--- src/analog_button_event_detector_macros.svh ---
// ----------------------------------------------------------------------------
// Analog button event detector assertion macros
// Concurrent check helpers clocked on clk and disabled during reset.
// ----------------------------------------------------------------------------
`ifndef ANALOG_BUTTON_EVENT_DETECTOR_MACROS_SVH
`define ANALOG_BUTTON_EVENT_DETECTOR_MACROS_SVH

// same-cycle implication
`define ABED_ASSERT_NOW(lbl, ante, cons, msg) \
    lbl: assert property (@(posedge clk) disable iff (!rst_n) (ante) |-> (cons)) else $error(msg);

// next-cycle implication
`define ABED_ASSERT_NEXT(lbl, ante, cons, msg) \
    lbl: assert property (@(posedge clk) disable iff (!rst_n) (ante) |=> (cons)) else $error(msg);

`endif

--- src/abed_pkg.sv ---
// ----------------------------------------------------------------------------
// Analog button event detector package
// Payload, configuration and state types, register indexes, reset values.
// ----------------------------------------------------------------------------
package abed_pkg;

    localparam int SAMPLE_BITS = 10;
    localparam int CFG_INDEX_BITS = 4;
    localparam int CFG_DATA_BITS = 16;

    localparam logic [CFG_INDEX_BITS-1:0] REG_LEVEL_TARGET     = 4'd0;
    localparam logic [CFG_INDEX_BITS-1:0] REG_LEVEL_TOLERANCE  = 4'd1;
    localparam logic [CFG_INDEX_BITS-1:0] REG_HOLD_DELAY_MS    = 4'd2;
    localparam logic [CFG_INDEX_BITS-1:0] REG_POLL_INTERVAL_MS = 4'd3;

    localparam logic [SAMPLE_BITS-1:0] RST_LEVEL_TARGET     = SAMPLE_BITS'(512);
    localparam logic [SAMPLE_BITS-1:0] RST_LEVEL_TOLERANCE  = SAMPLE_BITS'(20);
    localparam logic [15:0]            RST_HOLD_DELAY_MS    = 16'd500;
    localparam logic [7:0]             RST_POLL_INTERVAL_MS = 8'd10;

    typedef struct packed {
        logic [31:0]            now_ms;
        logic [SAMPLE_BITS-1:0] sample;
    } abed_in_t;

    typedef struct packed {
        logic sampled;
        logic pressed_level;
        logic press_event;
        logic hold_event;
        logic release_event;
        logic click_event;
    } abed_out_t;

    typedef struct packed {
        logic [SAMPLE_BITS-1:0] level_target;
        logic [SAMPLE_BITS-1:0] level_tolerance;
        logic [15:0]            hold_delay_ms;
        logic [7:0]             poll_interval_ms;
    } abed_cfg_t;

    typedef struct packed {
        logic [31:0] poll_deadline;
        logic [31:0] hold_deadline;
        logic        pressed_now;
        logic        was_pressed;
        logic        hold_done;
    } abed_state_t;

endpackage

--- src/abed_step.sv ---
// ----------------------------------------------------------------------------
// Analog button event detector step logic
// Window check, deadline update and event decode for one item.
// ----------------------------------------------------------------------------
module abed_step (
    input  abed_pkg::abed_cfg_t   cfg,
    input  abed_pkg::abed_state_t state,
    input  abed_pkg::abed_in_t    item,
    output abed_pkg::abed_state_t state_next,
    output abed_pkg::abed_out_t   result
);

    localparam int WIN_BITS = abed_pkg::SAMPLE_BITS + 2;

    logic signed [WIN_BITS-1:0] smp;
    logic signed [WIN_BITS-1:0] win_lo;
    logic signed [WIN_BITS-1:0] win_hi;
    logic                       poll_hit;
    logic                       in_window;

    assign smp    = $signed({2'b00, item.sample});
    assign win_lo = $signed({2'b00, cfg.level_target}) - $signed({2'b00, cfg.level_tolerance});
    assign win_hi = $signed({2'b00, cfg.level_target}) + $signed({2'b00, cfg.level_tolerance});
    assign poll_hit  = state.poll_deadline < item.now_ms;
    assign in_window = (smp > win_lo) && (smp < win_hi);

    always_comb
    begin
        state_next = state;
        result     = '0;
        if (poll_hit)
        begin
            result.sampled = 1'b1;
            if (in_window)
            begin
                state_next.pressed_now = 1'b1;
                if (!state.was_pressed)
                begin
                    result.press_event     = 1'b1;
                    state_next.was_pressed = 1'b1;
                    state_next.hold_done   = 1'b0;
                end
                if (state.hold_deadline != 32'd0)
                begin
                    if (!state_next.hold_done && (state.hold_deadline < item.now_ms))
                    begin
                        state_next.hold_deadline = 32'd0;
                        result.hold_event        = 1'b1;
                        state_next.hold_done     = 1'b1;
                    end
                end
                else if (!state_next.hold_done)
                begin
                    state_next.hold_deadline = item.now_ms + {16'd0, cfg.hold_delay_ms};
                end
            end
            else
            begin
                state_next.pressed_now = 1'b0;
                if (state.was_pressed)
                begin
                    result.release_event   = 1'b1;
                    state_next.was_pressed = 1'b0;
                    if (state.hold_deadline != 32'd0)
                    begin
                        state_next.hold_deadline = 32'd0;
                        result.click_event       = 1'b1;
                    end
                end
            end
            state_next.poll_deadline = item.now_ms + {24'd0, cfg.poll_interval_ms};
        end
        result.pressed_level = state_next.pressed_now;
    end

endmodule

--- src/analog_button_event_detector.sv ---
// ----------------------------------------------------------------------------
// Analog button event detector
// Each accepted item passes through the input register, then the result
// register, to out_item. One item per cycle while out_ready does not stall it.
// Reset: all state, deadlines and valid flags clear; configuration registers
// load their default levels and delays. No clearing pass.
// ----------------------------------------------------------------------------
`include "analog_button_event_detector_macros.svh"

module analog_button_event_detector (
    input  logic                                    clk,
    input  logic                                    rst_n,
    input  logic                                    in_valid,
    output logic                                    in_ready,
    input  abed_pkg::abed_in_t                      in_item,
    output logic                                    out_valid,
    input  logic                                    out_ready,
    output abed_pkg::abed_out_t                     out_item,
    input  logic                                    cfg_valid,
    output logic                                    cfg_ready,
    input  logic [abed_pkg::CFG_INDEX_BITS-1:0]     cfg_index,
    input  logic [abed_pkg::CFG_DATA_BITS-1:0]      cfg_data
);

    abed_pkg::abed_cfg_t   cfg_reg;
    abed_pkg::abed_state_t state_reg;
    abed_pkg::abed_state_t state_next;
    abed_pkg::abed_in_t    item_reg;
    abed_pkg::abed_out_t   result_next;
    abed_pkg::abed_out_t   result_reg;
    logic                  item_valid_reg;
    logic                  out_valid_reg;
    logic                  out_free;
    logic                  advance;

    assign out_free  = !out_valid_reg || out_ready;
    assign advance   = item_valid_reg && out_free;
    assign in_ready  = !item_valid_reg || advance;
    assign cfg_ready = 1'b1;
    assign out_valid = out_valid_reg;
    assign out_item  = result_reg;

    abed_step u_step (
        .cfg        (cfg_reg),
        .state      (state_reg),
        .item       (item_reg),
        .state_next (state_next),
        .result     (result_next)
    );

    // configuration registers
    always_ff @(posedge clk or negedge rst_n)
    begin
        if (!rst_n)
        begin
            cfg_reg.level_target     <= abed_pkg::RST_LEVEL_TARGET;
            cfg_reg.level_tolerance  <= abed_pkg::RST_LEVEL_TOLERANCE;
            cfg_reg.hold_delay_ms    <= abed_pkg::RST_HOLD_DELAY_MS;
            cfg_reg.poll_interval_ms <= abed_pkg::RST_POLL_INTERVAL_MS;
        end
        else if (cfg_valid && cfg_ready)
        begin
            case (cfg_index)
                abed_pkg::REG_LEVEL_TARGET:
                    cfg_reg.level_target <= cfg_data[abed_pkg::SAMPLE_BITS-1:0];
                abed_pkg::REG_LEVEL_TOLERANCE:
                    cfg_reg.level_tolerance <= cfg_data[abed_pkg::SAMPLE_BITS-1:0];
                abed_pkg::REG_HOLD_DELAY_MS:
                    cfg_reg.hold_delay_ms <= cfg_data[15:0];
                abed_pkg::REG_POLL_INTERVAL_MS:
                    cfg_reg.poll_interval_ms <= cfg_data[7:0];
                default:
                    cfg_reg <= cfg_reg;
            endcase
        end
    end

    // control and detector state
    always_ff @(posedge clk or negedge rst_n)
    begin
        if (!rst_n)
        begin
            item_valid_reg <= 1'b0;
            out_valid_reg  <= 1'b0;
            state_reg      <= '0;
        end
        else
        begin
            if (in_ready)
            begin
                item_valid_reg <= in_valid;
            end
            if (advance)
            begin
                state_reg <= state_next;
            end
            if (out_free)
            begin
                out_valid_reg <= item_valid_reg;
            end
        end
    end

    // payload registers
    always_ff @(posedge clk)
    begin
        if (in_valid && in_ready)
        begin
            item_reg <= in_item;
        end
        if (advance)
        begin
            result_reg <= result_next;
        end
    end

    `ABED_ASSERT_NOW(a_event_needs_sample, out_valid_reg && (result_reg.press_event || result_reg.hold_event || result_reg.release_event || result_reg.click_event), result_reg.sampled, "event flag on an item without a sample check")
    `ABED_ASSERT_NOW(a_click_needs_release, out_valid_reg && result_reg.click_event, result_reg.release_event && !result_reg.pressed_level, "click without release")
    `ABED_ASSERT_NOW(a_hold_armed_when_pressed, state_reg.hold_deadline != 32'd0, state_reg.was_pressed && !state_reg.hold_done, "hold deadline armed outside a press")
    `ABED_ASSERT_NEXT(a_result_on_advance, advance, out_valid_reg, "advanced item did not reach the result register")

endmodule
--- config.mk ---
export PLATFORM = sky130hd
export DESIGN_NAME = analog_button_event_detector
export DESIGN_NICKNAME = d
export VERILOG_FILES = /design/src/abed_pkg.sv /design/src/abed_step.sv /design/src/analog_button_event_detector.sv
export VERILOG_INCLUDE_DIRS = /design/src /design/src/src
export SDC_FILE = /design/constraint.sdc
export NUM_CORES = 1
export LEC_CHECK = 0
export BUFFER_PORTS_ARGS = -buffer_cell sky130_fd_sc_hd__buf_2
export CORE_ASPECT_RATIO = 1.1
export CORE_MARGIN = 2
export CORE_UTILIZATION = 35
export CTS_BUF_LIST = sky130_fd_sc_hd__clkbuf_4 sky130_fd_sc_hd__clkbuf_8
export CTS_CLUSTER_DIAMETER = 50
export DETAILED_ROUTE_END_ITERATION = 10
export SYNTH_ARGS = -nofsm -noshare
export SYNTH_HDL_FRONTEND = slang
export SYNTH_SLANG_ARGS = --single-unit
--- constraint.sdc ---
create_clock -name clk -period 4.09 [get_ports clk]
set_input_delay 0 -clock clk [delete_from_list [all_inputs] [get_ports clk]]
set_output_delay 0 -clock clk [all_outputs]
set_load 0.02 [all_outputs]
* After elaboration in Yosys (flattened, before gate mapping)
Index checks and enable logic that the tools add are counted.
** Storage, ports and cells
- Flip-flop bits (word level) :: 161
- Latch bits :: 0
- Bits in writable memories :: 0
- ROM bits :: 0
- Output and inout bits :: 9
- Memories :: 0
** Operators by class
- Add/subtract/negate cells :: 4
- Multipliers :: 0
- Divide/modulo/power cells :: 0
- Order comparisons :: 4
- Equal/unequal tests :: 5
- Shift operators :: 0
- Mux-type cells :: 18
- Bitwise logic cells :: 2
- Reductions and logical operators :: 24
** Operator list (number)
- 32-bit two-way mux :: 5
- 32-bit less-than comparator :: 2
- 34-bit two-way mux :: 1
- 32-bit by 16-bit adder with 32-bit output :: 1
- 32-bit by 8-bit adder with 32-bit output :: 1
- 32-bit nonzero test :: 1
- 11-bit by 12-bit greater-than comparator with 1-bit output :: 1
- 11-bit by 12-bit less-than comparator with 1-bit output :: 1
- 2-bit AND reduction :: 6
- 10-bit by 10-bit adder with 11-bit output :: 1
- 10-bit by 10-bit subtractor with 11-bit output :: 1
- 4-bit by 2-bit == test with 1-bit output, second input constant :: 2
- 1-bit two-way mux :: 8
- 2-bit two-way mux :: 3
- 3-bit AND reduction :: 2
- 6-bit AND reduction :: 1
- 4-bit by 1-bit == test with 1-bit output, second input constant :: 1
- 1-bit logical AND :: 4
- 4-bit logical NOT :: 1
- 2-bit nonzero test :: 2
- 1-bit logical NOT :: 3
- 3-bit two-way mux :: 1
- 3-bit != test, second input constant :: 1
- 3-bit OR reduction :: 1
- 4 further kinds :: 6

* Depth between registers and ports, before layout
Gate-level depths: netlist of the first run.
- Depth after elaboration :: 11
- Depth in mapped cells :: 20
- Depth with buffers taken out :: 19

* Cells and area by module
Synthesis of the first run repeated with hierarchy kept, for this count alone.
** Second synthesis, totals
- Cells, all modules :: 1150
- Area, all modules :: 11468.5 um^2
** By module, submodules not included
- abed_step :: times used 1, cells an instance 853, area an instance 5746.8 um^2, seq. area each 0.0 um^2
- analog_button_event_detector :: times used 1, cells an instance 297, area an instance 5721.7 um^2, seq. area each 4282.9 um^2

* Least setup slack after synthesis of the first run
OpenSTA, ideal clock, no wires.
- Kind :: register to register
- From :: register cfg_reg[26] in the netlist's numbering
- To :: register state_reg[24] in the netlist's numbering
- Library setup time :: 0.132 ns
- Arrival time :: 4.225 ns
- Required time :: 3.958 ns
- Path slack :: -0.267 ns
- Stages on the path, launching flop included :: 21
- Buffers on the path :: 2
- Cells stage by stage :: dfstp_2 inv_1 ha_1 clkbuf_1 o21ai_0 a21oi_1 o21ai_0 a21oi_1 o21ai_0 mux2_2 a2111oi_0 ha_1 nand4_1 a41oi_1 o21ai_0 and4_1 nor2_1 nor4b_2 a31oi_1 clkbuf_1 o2bb2ai_1
** On the way
- Word-level cells in the longest chain between the ends :: 5
- Elaborated cells on any way between the ends :: 10
- Those cells by class :: add/sub (2); order compare (2); eq/ne (1); mux (1); reduce/logical (4)
** Ends and longest elaborated chain
- from (decl) :: line analog_button_event_detector.sv:25 : abed_pkg::abed_cfg_t cfg_reg;
- from (signal assigned) :: line analog_button_event_detector.sv:73 : cfg_reg <= cfg_reg;
- 10-bit by 10-bit subtractor with 11-bit output / 10-bit by 10-bit adder with 11-bit output (equally long branches) :: line abed_step.sv:22, abed_step.sv:23
- 11-bit by 12-bit greater-than comparator with 1-bit output / 11-bit by 12-bit less-than comparator with 1-bit output (equally long branches) :: line abed_step.sv:25 : assign in_window = (smp > win_lo) && (smp < win_hi);
- 1-bit logical AND (*) :: line abed_step.sv:25
- 3-bit != test (no source line) / 2-bit nonzero test (equally long branches)
- 6-bit AND reduction (no source line)
- to (signal assigned) :: line analog_button_event_detector.sv:95 : state_reg <= state_next;
- to (decl) :: line analog_button_event_detector.sv:26 : abed_pkg::abed_state_t state_reg;
Every way passes the cells marked *; elsewhere a longest branch is shown, timed or not.
A chain may end at the register's enable or synchronous reset.

* Worst setup path after layout of the first run
- From :: register cfg_reg[34] in the netlist's numbering
- To :: register state_reg[4] in the netlist's numbering
The elaborated chain is that of the path after synthesis.

==> results by group, run 1 <==
Place
  • DP Area: roughly 0.011 mm²
  • Final GP Congestion: 0.847
  • Port-buffer cells: 74
  • Final HPWL DP: approximately 19000 µm
  • Dpl cells: 1408

Synthesis
  • Count leader, synth: ha_1
  • FF+latch count, synth: roughly 160
  • Netlist Area Pre-Place: 0.0102 mm²
  • Async SR Flop Fraction: 70.2%
  • Distinct cells, synth: 66
  • Syn_nets: 1161
  • Synth area leader: dfrtp_1
  • Post-synthesis cell count: around 970
  • Yosys Warn Count: 0
  • Post-synth top area share: roughly a quarter
  • Post-synth top flop: dfrtp_1
  • Syn_area_per_cell: 10.5 µm²
  • Count of flip-flops with a built-in enable after synthesis: 48
  • Sequential share of the synthesized area: 42.1%
  • Top cells by count, synth: ha_1, dfrtp_1, nor2_1
  • Most area-consuming cells after synthesis: dfrtp_1, ha_1, edfxtp_1

Pwr
  • Combinational Power Share: 50.1%
  • Reg power frac: 32.7%
  • Switching power: slightly below 3 mW
  • Power share of the clock group: 17.1%
  • Power Internal: 4.39 mW
  • Leak pwr: 5.63 nW
  • Pwr dens: 566 mW/mm²
  • Max rail drop VDD: 0.000298 V
  • Switch share: 39.9%

Global route
  • Antenna violations before repair: 1
  • Grt ovf: 0
  • GRT Util Overall: 17.1%
  • First-pass GRT wire length: about 41000 µm
  • Largest net degree at the start of global routing: between 50 and 60
  • Number of global-route vias before repair: between 8000 and 9000

Timing
  • F_max: 250 MHz
  • Max Slew Vio Count: 0
  • Slew HR: between 20% and 30%
  • Clk_skew: between 10 and 15 ps
  • Worst-Margin Slew: 1120 ps
  • Final hold vios: 0
  • Final-report setup violation count: 0
  • Final worst path period share: 97.9%
  • RSZ-0062 raised after global routing: true
  • Tmin final: 4000 ps

Die
  • Core area: 0.0286 mm²
  • # IOs: between 70 and 80
  • Initial Utilization: 35.6%
  • Die Y: 183 µm
  • Row Count: 65
  • Die width: 167 µm
  • DIE AREA: approximately 0.03 mm²

Cells and area
  • Post-route cell area: approximately 0.013 mm²
  • Antenna diodes: 0
  • Area Growth Syn to Fin: 26.8%
  • Max reg flops: 67
  • Layout Cells excl Fill: approximately 1500
  • Post-layout util: a little under half
  • Share of layout cells above drive strength 1: between 20% and 30%
  • Final nets: 1336

Detailed routing
  • Vias per cell: 5.20
  • DRC errors left: 0
  • Drt pass-1 iters: 5
  • Total length of routed wires: 26000 µm
  • Vias: 7905
  • Final antenna-violating net count: 0
  • Initial DRC count: 508
  • WL/cell: 17.1 µm

Clock tree
  • CTS Buffer Depth: 2
  • H-tree levels: 4
  • Clock buffer count from CTS: 17
  • CTS Root Cell: clkbuf_8
  • Clk sink count: 161
  • CTS tree: yes
  • Worst-path clk slew: 90 ps
  • Clk_lat worst skew: 480 ps

Setup path
  • Nature of the critical path endpoint: register
  • CP Data Required Time: 4490 ps
  • Reg2reg setup slack: ~86 ps
  • Setup CP Type: reg2reg
  • WP data arrival: 4410 ps
  • Reg2reg end: state_reg[4]
  • CP Max Fanout: 16
  • Startpoint types: register
  • Reg-to-reg startpoint: cfg_reg[34]
  • R2R cell count: 21

Min path
  • Hold WC Path Type: in2async

Job
  • Max-cap viol count: 0

Run status
  • Status: completed
-- logic make-up (layout without fill, tap and decap cells) --
| kind of cell | Yosys count | after routing | share of synthesized area, % |
|---|---|---|---|
| xor+xnor | 69 | 69 | 5.94 |
| mux | 54 | 54 | 5.95 |
| compound gates | 212 | 212 | 13.9 |
| buf+inv | 89 | 277 | 3.36 |
| other cells | 1 | 1 | 0.0368 |
| flops | 161 | 161 | 42.1 |
| simple gates | 250 | 250 | 12.6 |
| fa+ha+maj | 129 | 129 | 16.2 |
-- timing repair --
item                                    CTS  global route
buffers inserted                          9             7
hold buffers                             62             0
pin swaps                                21            30
cloned                                    2             3
endpoints found under the setup margin   35            37
resized for setup                        22            68
hold endpoints to repair                148             0
-- stage by stage --
| step | TNS [ps] | worst slack (ps) | hold WS, ps | power, mW |
|---|---|---|---|---|
| finish | 0 | 86.1 | 6.91 | 7.30 |
| global route | -3890 | -167 | 29.0 | 7.87 |
| CTS | 0 | 3.64 | 9.65 | 6.95 |
| detailed placement | -9030 | -295 | -19.4 | 5.33 |
| global placement | -4840 | -161 | -23.9 | 5.26 |
| floorplan | 0 | 8.84 | -296 | 4.49 |
-- power by group through the flow --
stage | combinational (mW) | sequential [mW] | clock (mW)
after global placement | 2.87 | 2.39 | 0
after global routing | 4.08 | 2.44 | 1.36
after CTS | 3.29 | 2.37 | 1.29
final | 3.66 | 2.39 | 1.25
after detailed placement | 2.93 | 2.40 | 0
after floorplan | 2.15 | 2.33 | 0
-- worst max path at each step --
stage | startpoint | endpoint | slack, ps | cells after the start
4_1_cts | cfg_reg[35] | state_reg[5] | 4 | 23
2_1_floorplan | cfg_reg[26] | state_reg[18] | 9 | 20
5_1_grt | cfg_reg[25] | state_reg[4] | -170 | 22
3_3_place_gp | cfg_reg[25] | state_reg[18] | -160 | 20
3_5_place_dp | cfg_reg[25] | state_reg[18] | -290 | 20
6_report | cfg_reg[34] | state_reg[4] | 90 | 21
-- cell usage in the layout (no fill, tap or decap), types with 13 or more instances in the layout --
master         Yosys  layout
o2bb2ai_2          0      29
a21oi_1           64      56
inv_1             67      65
nor2b_1           14      13
nand2b_1          15      15
buf_4              1      34
buf_2              3      73
mux2_2            52      51
clkbuf_8           0      19
a21o_1            22      22
nand2_1           39      38
ha_1             125     122
o21ai_0           36      27
nand3_1           16      14
nor3_1            22      22
xnor2_1           57      57
nor4_1            16      15
dlygate4sd3_1      0      62
nor2_1            75      71
nand4_1           18      18
dfrtp_1          102     102
edfxtp_1          48      48
-- metal layers --
metal / track usage (%) / wire [µm] / up-vias
li1: - / - / 3877
met1: 22.2 / 12000 / 3823
met2: 29.1 / 12400 / 162
met3: 2.35 / 851 / 43
met4: 6.41 / 738 / 0
met5: 0 / 0 / -
-- critical path, stage by stage, from the launching register on --
cell,delay [ps]
dfrtp_1,390
inv_1,70
ha_1,220
inv_1,80
fa_2,380
a211oi_2,270
o21a_1,180
o21bai_1,80
a21oi_2,150
xor2_1,80
ha_1,300
nand4_1,130
a41oi_2,180
o21ai_1,110
and4_4,220
nor2_4,110
nor4b_4,180
buf_4,180
buf_4,120
nand3_4,120
clkbuf_16,240
o2bb2ai_2,150
-- cell type report --
| class | instances | area, µm² |
|---|---|---|
| Clock buffer | 19 | 262 |
| Multi-Input combinational cell | 715 | 6060 |
| Tap cell | 368 | 460 |
| Inverter | 67 | 251 |
| Timing Repair Buffer | 178 | 1440 |
| Sequential cell | 161 | 4280 |
| Clock inverter | 13 | 150 |
| Fill cell | 2681 | 15700 |
Note: power is estimated with default switching activity, not from simulation.
==> run 2: changes to the inputs <==
==> constraint.sdc (replaced) <==
create_clock -name clk -period 4.18 [get_ports clk]
set_input_delay 0 -clock clk [delete_from_list [all_inputs] [get_ports clk]]
set_output_delay 0 -clock clk [all_outputs]
set_load 0.02 [all_outputs]
==> run 2 against run 1 <==
  * Combinational power is 10% lower
  * Maximum frequency is 0.55% lower
  * Critical endpoint is now state_reg[30]
  * Hold slack better by 39 ps
  * Non-clock buffer count is 13 lower
  * Final cell count is 0.85% lower
==> results by group, run 2 (synthesis results as in run 1) <==
Pwr
  • Power Total: slightly below 7 mW
  • Leak pwr: 5.49 nW
  • Pwr dens: 541 mW/mm²
  • Max rail drop VDD: between 0.0002 and 0.0003 V

Cells and area
  • Final nets: 1323
  • Post-layout util: 43.5%
  • Area Growth Syn to Fin: 22.4%
  • Layout Cells excl Fill: between 1500 and 2000
  • Max reg flops: 67
  • Leading cell types in the layout, fill and taps excluded: ha_1, dfrtp_1, nor2_1, buf_2, inv_1
  • Commonest non-fill, non-tap cell in the layout: ha_1
  • Antenna diodes: 0
  • Share of layout cells above drive strength 1: between 20% and 30%

Clock tree
  • Clk sink count: 161
  • CTS Buffer Depth: 2
  • Clk_lat worst skew: 470 ps
  • Clock buffer count from CTS: 17
  • CTS tree: yes
  • H-tree levels: 4
  • Worst-path clk slew: 90 ps
  • CTS Root Cell: clkbuf_8

Die
  • Die width: 167 µm
  • Row Count: 65
  • Die Y: 183 µm
  • # IOs: 76
  • Initial Utilization: 35.6%
  • DIE AREA: 0.0305 mm²
  • Core area: ~0.029 mm²

Setup path
  • CP most frequent cell: o21ai_2
  • Reg2reg setup slack: 150 ps
  • CP Data Required Time: 4540 ps
  • Startpoint types: register
  • Nature of the critical path endpoint: register
  • Slowest-stage cell, CP: dfrtp_1
  • Worst path max stage delay: roughly 390 ps
  • CP Max Fanout: 8
  • CP Cell Sequence: ha_1 -> nor2b_4 -> o21ai_2 -> a21oi_2 -> o21ai_2 -> a21oi_2 -> o21ai_2 -> mux2_4 -> a2111oi_4 -> ha_1 -> nand4_1 -> a41oi_2 -> o21ai_1 -> and4_4 -> nor2_4 -> nor4b_4 -> buf_4 -> a31oi_4 -> buf_12 -> clkbuf_16 -> o2bb2ai_1
  • WP data arrival: between 4000 and 5000 ps
  • Setup CP Type: reg2reg

Timing
  • Worst-Margin Slew: around 1100 ps
  • F_max: ~250 MHz
  • Tmin final: 4030 ps
  • Final worst path period share: 96.3%
  • Slew HR: 24.8%
  • Setup slack after layout: 154 ps
  • Max Slew Vio Count: 0
  • Final hold vios: 0
  • Final-report setup violation count: 0
  • Clk_skew: 17.2 ps

Detailed routing
  • Total length of routed wires: 24700 µm
  • Drt pass-1 iters: 5
  • WL/cell: about 16 µm
  • M1 WL: 11700 µm
  • Vias per cell: 5.11
  • DRC errors left: 0
  • Met3 WL: 796 µm
  • Final antenna-violating net count: 0
  • Vias: 7708
  • DR WL met2: between 10000 and 15000 µm
  • Uppermost layer routed: met4
  • Initial DRC count: 420

Global route
  • Antenna violations before repair: 0
  • GRT Util Overall: 16.3%
  • Number of global-route vias before repair: 7749
  • Grt ovf: 0
  • Largest net degree at the start of global routing: 70
  • First-pass GRT wire length: ~40000 µm

Min path
  • Hold WC Path Type: in2reg

Run status
  • Status: completed

Place
  • Pre-CTS WS: -294 ps
  • Final GP Congestion: ~0.86
  • Final HPWL DP: 18500 µm
  • Port-buffer cells: 74
  • Dpl cells: 1406

Job
  • Max-cap viol count: 0
[run 2: cell count changes in the layout (fill, tap and decap cells not counted), moves of 3 or more]
cell / before / now
o2bb2ai_2: 29 / 0
o2bb2ai_1: 0 / 32
buf_4: 34 / 22
o2bb2ai_4: 3 / 0
a21oi_2: 9 / 6
a21oi_1: 56 / 59
[run 2: layout make-up]
class,count,area (µm²)
Clock inverter,13,124
Clock buffer,19,249
Sequential cell,161,4280
Tap cell,368,460
Inverter,67,251
Multi-Input combinational cell,715,5770
Timing Repair Buffer,165,1320
Fill cell,2753,16200
[run 2: report_power, final]
group / leakage (nW) / switching [mW] / internal (mW)
Combinational: 3.46 / 1.75 / 1.53
Sequential: 1.84 / 0.281 / 2.04
Clock: 0.191 / 0.636 / 0.494
Total: 5.49 / 2.67 / 4.07
[run 2: metrics by stage]
| stage | hold slack, ps | area, µm² | TNS, ps |
|---|---|---|---|
| floorplan | -296 | 10200 | 0 |
| global placement | 178 | 11100 | -3480 |
| detailed placement | 178 | 11100 | -9120 |
| CTS | 18.7 | 12300 | 0 |
| global route | 87.9 | 12500 | -982 |
| finish | 45.7 | 12500 | 0 |
[run 2: worst paths after layout]
kind,start,endpoint,cells past startpoint
max,cfg_reg[35],state_reg[30],21
min,cfg_index[1],cfg_reg[34],5
max reg2reg,cfg_reg[35],state_reg[30],21
min reg2reg,item_valid_reg,out_valid,1
max in group asynchronous,rst_n,cfg_reg[1],3
min in group asynchronous,rst_n,state_reg[62],2
[run 2: timing repair]
item / in CTS / in global routing
gates cloned: 2 / 2
resized for setup: 17 / 29
endpoints found under the hold margin: 155 / 0
hold buffers: 62 / 0
endpoints found under the setup margin: 35 / 35
setup buffers: 1 / 3
pin swaps: 7 / 19
[run 2: per-layer routing]
| layer | up-vias | track usage, % |
|---|---|---|
| met2 | 148 | 27.7 |
| met4 | 0 | 5.10 |
| met3 | 30 | 2.57 |
| li1 | 3847 | - |
| met5 | - | 0 |
| met1 | 3683 | 21.4 |
[run 2: worst max-delay path, delay by kind of cell (launching register included)]
kind | cells | cell delay [ps]
AO/OA/AOI/OAI | 10 | 1400
AND/OR/NAND/NOR | 5 | 780
adder cells (fa/ha/maj) | 2 | 550
buffers and inverters | 3 | 490
flip-flops | 1 | 390
multiplexers | 1 | 320
